**src/sv/lrupr_pkg.sv**
```systemverilog
package lrupr_pkg;

  // fixed field widths
  localparam int PAGE_W       = 16;
  localparam int FRAME_IDX_W  = 2;
  localparam int COUNT_W      = 32;

  // defaults for the top-level parameters
  localparam int NUM_FRAMES_DEF = 4;
  localparam int AGE_BITS_DEF   = 32;

  // sequencer states
  typedef enum logic [1:0] {
    ST_IDLE,
    ST_SCAN,
    ST_UPDATE,
    ST_OUT
  } state_t;

endpackage

```
**src/sv/lru_page_replacement.sv**
```systemverilog
// LRU page replacement over a small set of frames.
// Input channel (in_valid / in_stall): one page reference per word, with
// in_last_reference marking the end of a reference sequence.
// Result channel (out_valid / out_stall): one word per reference giving hit,
// the frame that now holds the page, the evicted page if any, the running
// saturating fault count and the echoed end-of-sequence mark.
// One compare unit walks the frames, one frame per cycle: it checks for a
// match, the first empty frame and the LRU victim, and writes back the
// aged recency and load ages of that frame. An update step then commits the
// chosen frame and loads the output register.
// A new reference is taken only once the last result word has been taken:
// in_stall stays high from acceptance until the result word has been taken.
// When the receiver stalls, the result word holds in the output register
// and no new reference is taken.
// Reset (rst_n low, synchronous) empties all frames, clears the ages and the
// fault count, and leaves the block idle and ready.
module lru_page_replacement
  import lrupr_pkg::*;
#(
  parameter int NUM_FRAMES = NUM_FRAMES_DEF,
  parameter int AGE_BITS   = AGE_BITS_DEF
) (
  input  logic                   clk,
  input  logic                   rst_n,
  // reference input
  input  logic                   in_valid,
  output logic                   in_stall,
  input  logic [PAGE_W-1:0]      in_page_number,
  input  logic                   in_last_reference,
  // result output
  output logic                   out_valid,
  input  logic                   out_stall,
  output logic                   out_hit,
  output logic [FRAME_IDX_W-1:0] out_frame_index,
  output logic                   out_evicted_valid,
  output logic [PAGE_W-1:0]      out_evicted_page,
  output logic [COUNT_W-1:0]     out_fault_total,
  output logic                   out_sequence_done
);

  localparam int FRAME_W = (NUM_FRAMES > 1) ? $clog2(NUM_FRAMES) : 1;
  localparam logic [FRAME_W-1:0] LAST_FRAME = FRAME_W'(NUM_FRAMES - 1);
  localparam logic [AGE_BITS-1:0] AGE_ONE = AGE_BITS'(1);

  // frame storage
  logic [PAGE_W-1:0]   frame_page_r  [NUM_FRAMES];
  logic [NUM_FRAMES-1:0] frame_valid_r;
  logic [AGE_BITS-1:0] recency_age_r [NUM_FRAMES];
  logic [AGE_BITS-1:0] load_age_r    [NUM_FRAMES];
  logic [COUNT_W-1:0]  fault_r;

  // sequencer
  state_t state_r, state_nxt;
  logic   in_take, out_take, scan_last;

  // per-reference working registers
  logic [FRAME_W-1:0]  scan_idx_r;
  logic [PAGE_W-1:0]   page_r;
  logic                done_r;
  logic                found_r;
  logic [FRAME_W-1:0]  found_idx_r;
  logic                empty_r;
  logic [FRAME_W-1:0]  empty_idx_r;
  logic [FRAME_W-1:0]  victim_idx_r;
  logic [AGE_BITS-1:0] victim_rec_r;
  logic [AGE_BITS-1:0] victim_load_r;
  logic [PAGE_W-1:0]   victim_page_r;

  // output register
  logic                out_valid_r;
  logic                out_hit_r;
  logic [FRAME_IDX_W-1:0] out_frame_index_r;
  logic                out_evicted_valid_r;
  logic [PAGE_W-1:0]   out_evicted_page_r;
  logic [COUNT_W-1:0]  out_fault_total_r;
  logic                out_sequence_done_r;

  // shared compare unit inputs: the frame under the scan pointer
  logic                rd_valid;
  logic [PAGE_W-1:0]   rd_page;
  logic [AGE_BITS-1:0] rd_rec, rd_load, rd_rec_aged, rd_load_aged;
  logic                page_match, take_victim;
  logic [FRAME_W-1:0]  sel_slot;
  logic [COUNT_W-1:0]  fault_inc;

  assign in_take   = in_valid && !in_stall;
  assign out_take  = out_valid && !out_stall;
  assign scan_last = (scan_idx_r == LAST_FRAME);

  // read the scanned frame
  assign rd_valid = frame_valid_r[scan_idx_r];
  assign rd_page  = frame_page_r[scan_idx_r];
  assign rd_rec   = recency_age_r[scan_idx_r];
  assign rd_load  = load_age_r[scan_idx_r];

  // saturating age increment
  assign rd_rec_aged  = (&rd_rec)  ? rd_rec  : rd_rec  + AGE_ONE;
  assign rd_load_aged = (&rd_load) ? rd_load : rd_load + AGE_ONE;

  // match and victim compare, ties keep the lower index
  assign page_match  = rd_valid && (rd_page == page_r);
  assign take_victim = (scan_idx_r == '0) || (rd_rec > victim_rec_r) ||
                       ((rd_rec == victim_rec_r) && (rd_load > victim_load_r));

  // frame chosen at commit: hit, else first empty, else victim
  assign sel_slot  = found_r ? found_idx_r : (empty_r ? empty_idx_r : victim_idx_r);
  assign fault_inc = (&fault_r) ? fault_r : fault_r + COUNT_W'(1);

  // state register
  always_ff @(posedge clk) begin
    if (!rst_n) begin
      state_r <= ST_IDLE;
    end else begin
      state_r <= state_nxt;
    end
  end

  // next state and handshake
  always_comb begin
    state_nxt = state_r;
    in_stall  = 1'b1;
    unique case (state_r)
      ST_IDLE: begin
        in_stall = 1'b0;
        if (in_valid) begin
          state_nxt = ST_SCAN;
        end
      end
      ST_SCAN: begin
        if (scan_last) begin
          state_nxt = ST_UPDATE;
        end
      end
      ST_UPDATE: begin
        state_nxt = ST_OUT;
      end
      ST_OUT: begin
        if (!out_stall) begin
          state_nxt = ST_IDLE;
        end
      end
      default: begin
        state_nxt = ST_IDLE;
      end
    endcase
  end

  // scan bookkeeping
  always_ff @(posedge clk) begin
    if (in_take) begin
      page_r     <= in_page_number;
      done_r     <= in_last_reference;
      scan_idx_r <= '0;
      found_r    <= 1'b0;
      empty_r    <= 1'b0;
    end else if (state_r == ST_SCAN) begin
      scan_idx_r <= scan_idx_r + FRAME_W'(1);
      if (!found_r && page_match) begin
        found_r     <= 1'b1;
        found_idx_r <= scan_idx_r;
      end
      if (!empty_r && !rd_valid) begin
        empty_r     <= 1'b1;
        empty_idx_r <= scan_idx_r;
      end
      if (take_victim) begin
        victim_idx_r  <= scan_idx_r;
        victim_rec_r  <= rd_rec;
        victim_load_r <= rd_load;
        victim_page_r <= rd_page;
      end
    end
  end

  // frame state: aged during the scan, refreshed on a hit or filled on a fault at commit
  always_ff @(posedge clk) begin
    if (!rst_n) begin
      frame_valid_r <= '0;
      fault_r       <= '0;
      for (int f = 0; f < NUM_FRAMES; f++) begin
        frame_page_r[f]  <= '0;
        recency_age_r[f] <= '0;
        load_age_r[f]    <= '0;
      end
    end else if (state_r == ST_SCAN) begin
      recency_age_r[scan_idx_r] <= rd_rec_aged;
      load_age_r[scan_idx_r]    <= rd_load_aged;
    end else if (state_r == ST_UPDATE) begin
      recency_age_r[sel_slot] <= AGE_ONE;
      if (!found_r) begin
        frame_page_r[sel_slot]  <= page_r;
        frame_valid_r[sel_slot] <= 1'b1;
        load_age_r[sel_slot]    <= AGE_ONE;
        fault_r                 <= fault_inc;
      end
    end
  end

  // output register
  always_ff @(posedge clk) begin
    if (!rst_n) begin
      out_valid_r <= 1'b0;
    end else if (state_r == ST_UPDATE) begin
      out_valid_r <= 1'b1;
    end else if (out_take) begin
      out_valid_r <= 1'b0;
    end
  end

  always_ff @(posedge clk) begin
    if (state_r == ST_UPDATE) begin
      out_hit_r           <= found_r;
      out_frame_index_r   <= FRAME_IDX_W'(sel_slot);
      out_evicted_valid_r <= !found_r && !empty_r;
      out_evicted_page_r  <= (!found_r && !empty_r) ? victim_page_r : '0;
      out_fault_total_r   <= found_r ? fault_r : fault_inc;
      out_sequence_done_r <= done_r;
    end
  end

  assign out_valid         = out_valid_r;
  assign out_hit           = out_hit_r;
  assign out_frame_index   = out_frame_index_r;
  assign out_evicted_valid = out_evicted_valid_r;
  assign out_evicted_page  = out_evicted_page_r;
  assign out_fault_total   = out_fault_total_r;
  assign out_sequence_done = out_sequence_done_r;

`ifndef SYNTHESIS
  // an accepted word starts a scan at frame zero
  a_scan_start: assert property (@(posedge clk) disable iff (!rst_n)
    in_take |=> (state_r == ST_SCAN) && (scan_idx_r == '0))
    else $error("scan did not start at frame zero");

  // a hit never evicts
  a_hit_no_evict: assert property (@(posedge clk) disable iff (!rst_n)
    out_valid && out_hit |-> !out_evicted_valid)
    else $error("eviction reported on a hit");

  // eviction only once every frame is filled
  a_evict_full: assert property (@(posedge clk) disable iff (!rst_n)
    out_valid && out_evicted_valid |-> &frame_valid_r)
    else $error("eviction while an empty frame exists");

  // fault count never goes down outside reset
  a_fault_mono: assert property (@(posedge clk)
    rst_n && $past(rst_n) |-> fault_r >= $past(fault_r))
    else $error("fault count decreased");

  // a fault word always carries a nonzero count
  a_fault_nonzero: assert property (@(posedge clk) disable iff (!rst_n)
    out_valid && !out_hit |-> out_fault_total != '0)
    else $error("fault reported with zero count");
`endif

endmodule

```
**config.mk**
```make
export PLATFORM = sky130hd
export DESIGN_NAME = lru_page_replacement
export DESIGN_NICKNAME = d
export VERILOG_FILES = /design/src/sv/lrupr_pkg.sv /design/src/sv/lru_page_replacement.sv
export SDC_FILE = /design/constraint.sdc
export NUM_CORES = 1
export LEC_CHECK = 0
export ABC_AREA = 1
export BUFFER_PORTS_ARGS = -buffer_cell sky130_fd_sc_hd__buf_2
export CORE_ASPECT_RATIO = 2
export CORE_MARGIN = 8
export CORE_UTILIZATION = 63
export CTS_BUF_LIST = sky130_fd_sc_hd__clkbuf_16
export DETAILED_ROUTE_END_ITERATION = 10
export PLACE_DENSITY_LB_ADDON = 0.15
export SLEW_MARGIN = 5
export SYNTH_ARGS = -nofsm -noshare
export SYNTH_HDL_FRONTEND = slang
export SYNTH_SLANG_ARGS = --single-unit
```
**constraint.sdc**
```tcl
create_clock -name clk -period 6.7 [get_ports clk]
set_clock_uncertainty 0.2 [all_clocks]
set_input_delay 0.67 -clock clk [delete_from_list [all_inputs] [get_ports clk]]
set_output_delay 0.67 -clock clk [all_outputs]
set_load 0.05 [all_outputs]
```
==> Word level (Yosys, flattened, before mapping) <==
Memory sizes are Yosys's and may differ from the RTL's. A register that Yosys moved wholly into a read port is not among the register bits.
Index checks and enable logic that the tools add are counted.
{ "op_classes": {"addsub": 4, "n_mul": 0, "div": 0, "n_lt_le_gt_ge": 5, "eq_ne": 9, "n_shift": 0, "n_mux": 51, "bitwise": 4, "n_reduce_logical": 33} }
{ "op_table": {"columns": ["operator", "count"], "rows": [
  ["$mux 32", 8],
  ["$reduce_or 32->1", 4],
  ["$add 32x1->32 const B", 3],
  ["$reduce_and 32->1", 3],
  ["$gt 32x32->1", 2],
  ["$eq 32x32->1", 1],
  ["$mux 2", 16],
  ["$mux 1", 23],
  ["$eq 16x16->1", 1],
  ["$mux 16", 1],
  ["$reduce_or 16->1", 1],
  ["$reduce_and 3->1", 5],
  ["$logic_and 1x1->1", 8],
  ["$pmux 2 s4", 1],
  ["$eq 2x2->1 const B", 3],
  ["$lt 2x3->1 const B", 2],
  ["$ne 2x2->1 const B", 3],
  ["$reduce_and 2->1", 3],
  ["$logic_not 1->1", 4],
  ["$logic_not 2->1", 2],
  ["$or 4x4->4", 1],
  ["$not 1->1", 3],
  ["$add 2x1->2 const B", 1],
  ["$bmux 1 s2", 1],
  ["5 further kinds", 6]
]} }
{ "totals": {"ff_bits": 199, "latch_bits": 0, "ramBits": 320, "romBits": 0, "in_bits": 21, "output_inout_bits": 55, "elab_cells": 130, "n_memories": 3} }
{ "memory_table": {"columns": ["memory", "words", "word_bits", "rd", "rd_ports_with_merged_regs", "write_ports", "line", "rtl"], "rows": [
  ["load_age_r", 4, 32, 1, 1, 4, "lru_page_replacement.sv:49", "logic [AGE_BITS-1:0] load_age_r [NUM_FRAMES];"],
  ["recency_age_r", 4, 32, 1, 1, 4, "lru_page_replacement.sv:48", "logic [AGE_BITS-1:0] recency_age_r [NUM_FRAMES];"],
  ["frame_page_r", 4, 16, 1, 1, 4, "lru_page_replacement.sv:46", "logic [PAGE_W-1:0] frame_page_r [NUM_FRAMES];"]
]} }

==> Logic depth before layout (Yosys ltp) <==
{ "logic_depth": {"depth_word": 7, "depth_mapped": 22, "ltp_nobuf": 20} }

==> Worst setup path after synthesis <==
OpenSTA, ideal clock, no wires.
{ "synth_timing": {"path_type": "register to register", "startpoint": "reg state_r[0]", "endpoint": "mem recency_age_r[3][0] (netlist bit), enable pin", "setup_ns": 0.461, "arrival_time_ns": 4.716, "required_time_ns": 6.039, "path_slack_ns": 1.323, "stages_incl_launch_ff": 8, "path_buffers": 1, "synth_period_minus_slack_ns": 5.377, "cell_sequence": "dfxtp_1 inv_1 ha_1 clkbuf_1 inv_1 nand2_1 o21ai_0 nor3_1"} }
{ "synth_lines": {"columns": ["item", "line", "rtl"], "rows": [
  ["from (decl)", "lru_page_replacement.sv:53", "state_t state_r, state_nxt;"],
  ["from (signal assigned)", "lru_page_replacement.sv:114", "state_r <= state_nxt;"],
  ["to (decl)", "lru_page_replacement.sv:48", null]
]} }

==> key figures <==
CTS
  • Library cell used as clock root buffer: sky130_fd_sc_hd__clkbuf_16
  • TritonCTS clock tree: built
  • Total clock buffers created by CTS: 46
  • Post-CTS Hold Buffers: 0
  • Number of gates resized after cts: 0
  • Clock buffer depth: 3
  • Source-to-sink clock delay at the later pin of the worst-skew pair: 0.58 ns
  • Clock transition at the registers of the reported paths: 0.07 ns
  • H-tree depth: 2
  • Num Clock Sinks: 521
  • Post-CTS Setup Bufs: 0

STA
  • Final count of pins violating max slew: 0
  • Setup total negative slack: 0 ns
  • Post-route clock period utilization: 0.681
  • Finish-stage setup viols: 0
  • Time the worst path needs with I/O delays and setup: approximately 4.6 ns
  • Slew of the pin with the lowest slew margin: 1.06 ns
  • RSZ-0062 raised after global routing: false
  • Max transition margin: 0.291
  • Maximum achievable frequency: around 0.22 GHz
  • Number of endpoints with negative hold slack in the final report: 0

Critical path
  • Critical path type: flip-flop to flip-flop
  • Worst reg-to-reg setup slack: about 2.1 ns
  • Critical Path End Type: flip-flop
  • Crit Path Max Fanout: 96
  • Sort of element at the start of the critical path: flip-flop
  • Required @ worst endpoint: 6.78 ns
  • Arrival time of data at the critical path endpoint: around 4.6 ns
  • Reg2reg path depth: 16

Power and ir drop
  • Cell leakage power: approximately 13 nW
  • Max IR drop VDD: 0.262 mV
  • Power Density: approximately 420 mW/mm2
  • Pwr Total: ~13 mW

Route
  • Iteration-0 DRC Markers: ~2,100
  • Post-Route WL: a little under 70,000 um
  • Met3 layer wire length in the routed design: 5120 um
  • Met2 Wirelength: roughly 33,000 um
  • Wire length on met1: about 29,000 um
  • Post-detailed-route DRC marker count: 0
  • Overall via count from detail_route: about 22,000
  • Number of vias per cell after detailed routing: around 5.6
  • Pre-Repair DR Iteration Count: 5
  • Drt wl/cell: 17.8 um
  • Uppermost layer routed: met4
  • Final ANT Viol Nets: 0

Die
  • Num ports: 76
  • X dimension of the die: roughly 160 um
  • Die extent in y: approximately 310 um
  • Rows: 108
  • Initial Utilization: 0.635
  • Die area: between 0.05 and 0.06 mm2
  • Placeable core area: ~0.043 mm2

Logic synthesis
  • Avg Synthesized Cell Area: 8.37 um2
  • Post-synthesis net count: ~3,400
  • Number of warnings reported in the yosys synthesis log: 0
  • Number of synthesized register bits: approximately 520
  • Yosys cell types: 37
  • Part of the Yosys area used for sequential elements: 0.555
  • Post-synth top area cell: sky130_fd_sc_hd__edfxtp_1
  • Area share of the largest cell type after synthesis: 0.522
  • Leading post-synthesis cells by cell area: sky130_fd_sc_hd__edfxtp_1, sky130_fd_sc_hd__nand2_1, sky130_fd_sc_hd__nor2_1
  • Number of cells produced by synthesis: 3,272
  • Synthesized cell area: 0.0274 mm2

Finish
  • Filler Cell Count: ~3,500
  • Fin nets: ~3,400
  • Most common cell after layout, fill and taps aside: sky130_fd_sc_hd__nand2_1
  • Ratio of cells with drive above 1 in the final layout: 0.0662
  • Final Core Density: 0.690
  • Final instance count without filler cells: just under 4,000
  • Post-Layout Inst Area: 0.0297 mm2
  • Most frequent cells in the layout: sky130_fd_sc_hd__nand2_1, sky130_fd_sc_hd__nor2_1, sky130_fd_sc_hd__edfxtp_1, sky130_fd_sc_hd__inv_1, sky130_fd_sc_hd__nand3_1
  • Area added between synthesis and finish: 8.66%

Outcome
  • Outcome: finished, final reports clean

Run
  • Max Cap Viol: 0

GRT
  • Total routing resource utilization after global routing: 0.273
  • Global-route congestion overflow total: 0
  • Number of global-route vias before repair: approximately 21,000
  • Wire length of the first global-routing pass: 110,000 um
  • Initial antenna violation count: 1
  • Largest net degree at the start of global routing: between 90 and 100

Worst hold path
  • HP Class: input pin to flip-flop
  • Worst min-delay path startpoint: in_page_number[2]
  • Min-Delay Path Depth: 1

Place
  • Post-DP HPWL: 45,600 um
  • GPL Wtd Cong: ~0.94
  • Total placed cells including tap cells: 3,808
  • Number of port buffers: 75
  • Area after DPL: between 0.02 and 0.03 mm2
[metal layers]
layer,GRT usage,vias up
met1,0.369,10100
met4,0.107,0
met3,0.0298,151
li1,-,10600
met5,0,-
met2,0.445,907
[power breakdown]
group / switching [mW] / total, mW / internal, mW
clock: 1.20 / 2.90 / 1.70
sequential: 0.272 / 4.86 / 4.58
combinational: 3.64 / 4.83 / 1.19
[per-stage QoR]
step	setup slack [ns]	hold slack, ns
finish	2.13	0.0611
global placement	2.26	0.204
CTS	2.16	0.0426
global route	1.82	0.0547
detailed placement	2.21	0.206
floorplan	1.32	0.200
[path summary, 6_finish.rpt]
path	to
setup / recovery	victim_rec_r[4]
hold / removal	page_r[2]
setup reg to reg	victim_rec_r[4]
hold reg to reg	out_sequence_done
[area by class of cell]
cell class	instances	area [um2]	share of cell area
Sequential cell	521	15200	0.511
Multi-Input combinational cell	2211	10000	0.337
Inverter	424	1600	0.0537
Clock buffer	47	1180	0.0395
Tap cell	550	688	0.0231
Timing Repair Buffer	102	603	0.0203
Clock inverter	34	458	0.0154
Antenna cell	1	2.50	0.0000841
[sequential cells by signal, summed over array words and instances, names as in the netlist, 2 cells and up, named ones only]
name,flops
empty_idx_r,2
fault_r,32
found_idx_r,2
frame_page_r,64
frame_valid_r,4
load_age_r,128
out_evicted_page,16
out_fault_total,32
out_frame_index,2
page_r,16
recency_age_r,128
scan_idx_r,2
state_r,2
victim_idx_r,2
victim_load_r,32
victim_page_r,16
victim_rec_r,32
[cell families after synthesis]
group,after synthesis,synth area share
xor+xnor,31,0.00992
buf+inv,540,0.0803
simple gates,1889,0.279
fa+ha+maj,74,0.0338
flops,521,0.555
compound gates,217,0.0415
[cells in the mapped netlist]
| library cell | number |
|---|---|
| sky130_fd_sc_hd__nand2_4 | 2 |
| sky130_fd_sc_hd__nor3b_1 | 1 |
| sky130_fd_sc_hd__nor4_1 | 1 |
| sky130_fd_sc_hd__a21oi_1 | 81 |
| sky130_fd_sc_hd__o21a_1 | 4 |
| sky130_fd_sc_hd__ha_1 | 74 |
| sky130_fd_sc_hd__inv_2 | 14 |
| sky130_fd_sc_hd__nand2_2 | 4 |
| sky130_fd_sc_hd__o221ai_1 | 2 |
| sky130_fd_sc_hd__nand3_2 | 3 |
| sky130_fd_sc_hd__o21ai_1 | 16 |
| sky130_fd_sc_hd__buf_2 | 46 |
| sky130_fd_sc_hd__edfxtp_1 | 476 |
| sky130_fd_sc_hd__nor2_4 | 2 |
| sky130_fd_sc_hd__clkinv_1 | 2 |
| sky130_fd_sc_hd__inv_1 | 408 |
| sky130_fd_sc_hd__buf_6 | 7 |
| sky130_fd_sc_hd__buf_1 | 8 |
| sky130_fd_sc_hd__a211oi_1 | 1 |
| sky130_fd_sc_hd__xor2_1 | 31 |
| sky130_fd_sc_hd__nor2_1 | 482 |
| sky130_fd_sc_hd__nand2_1 | 1048 |
| sky130_fd_sc_hd__nor3_1 | 24 |
| sky130_fd_sc_hd__o211ai_1 | 8 |
| sky130_fd_sc_hd__nand3_1 | 279 |
| sky130_fd_sc_hd__o21bai_1 | 2 |
| sky130_fd_sc_hd__buf_4 | 16 |
| sky130_fd_sc_hd__o22ai_1 | 5 |
| sky130_fd_sc_hd__dfxtp_1 | 45 |
| sky130_fd_sc_hd__nand3b_1 | 2 |
| sky130_fd_sc_hd__or2_2 | 3 |
| sky130_fd_sc_hd__nor2_2 | 12 |
| sky130_fd_sc_hd__nand4_1 | 24 |
| sky130_fd_sc_hd__or2_1 | 1 |
| sky130_fd_sc_hd__nor3_2 | 1 |
| sky130_fd_sc_hd__clkbuf_1 | 39 |
| sky130_fd_sc_hd__o21ai_0 | 98 |
[critical path: stages, from the launching register on]
cell	delay, ns
sky130_fd_sc_hd__dfxtp_4	0.36
sky130_fd_sc_hd__inv_4	0.74
sky130_fd_sc_hd__buf_4	0.35
sky130_fd_sc_hd__nand2_1	0.08
sky130_fd_sc_hd__nand3_1	0.08
sky130_fd_sc_hd__nand2_1	0.25
sky130_fd_sc_hd__ha_1	0.42
sky130_fd_sc_hd__nand4_1	0.14
sky130_fd_sc_hd__nor3_1	0.16
sky130_fd_sc_hd__nand2_1	0.10
sky130_fd_sc_hd__nor2_1	0.09
sky130_fd_sc_hd__nor2_1	0.05
sky130_fd_sc_hd__nand2_1	0.07
sky130_fd_sc_hd__nand3_1	0.07
sky130_fd_sc_hd__nand2_1	0.08
sky130_fd_sc_hd__clkinv_2	0.50
sky130_fd_sc_hd__buf_12	0.43
Power figures use the tool's default switching activity.
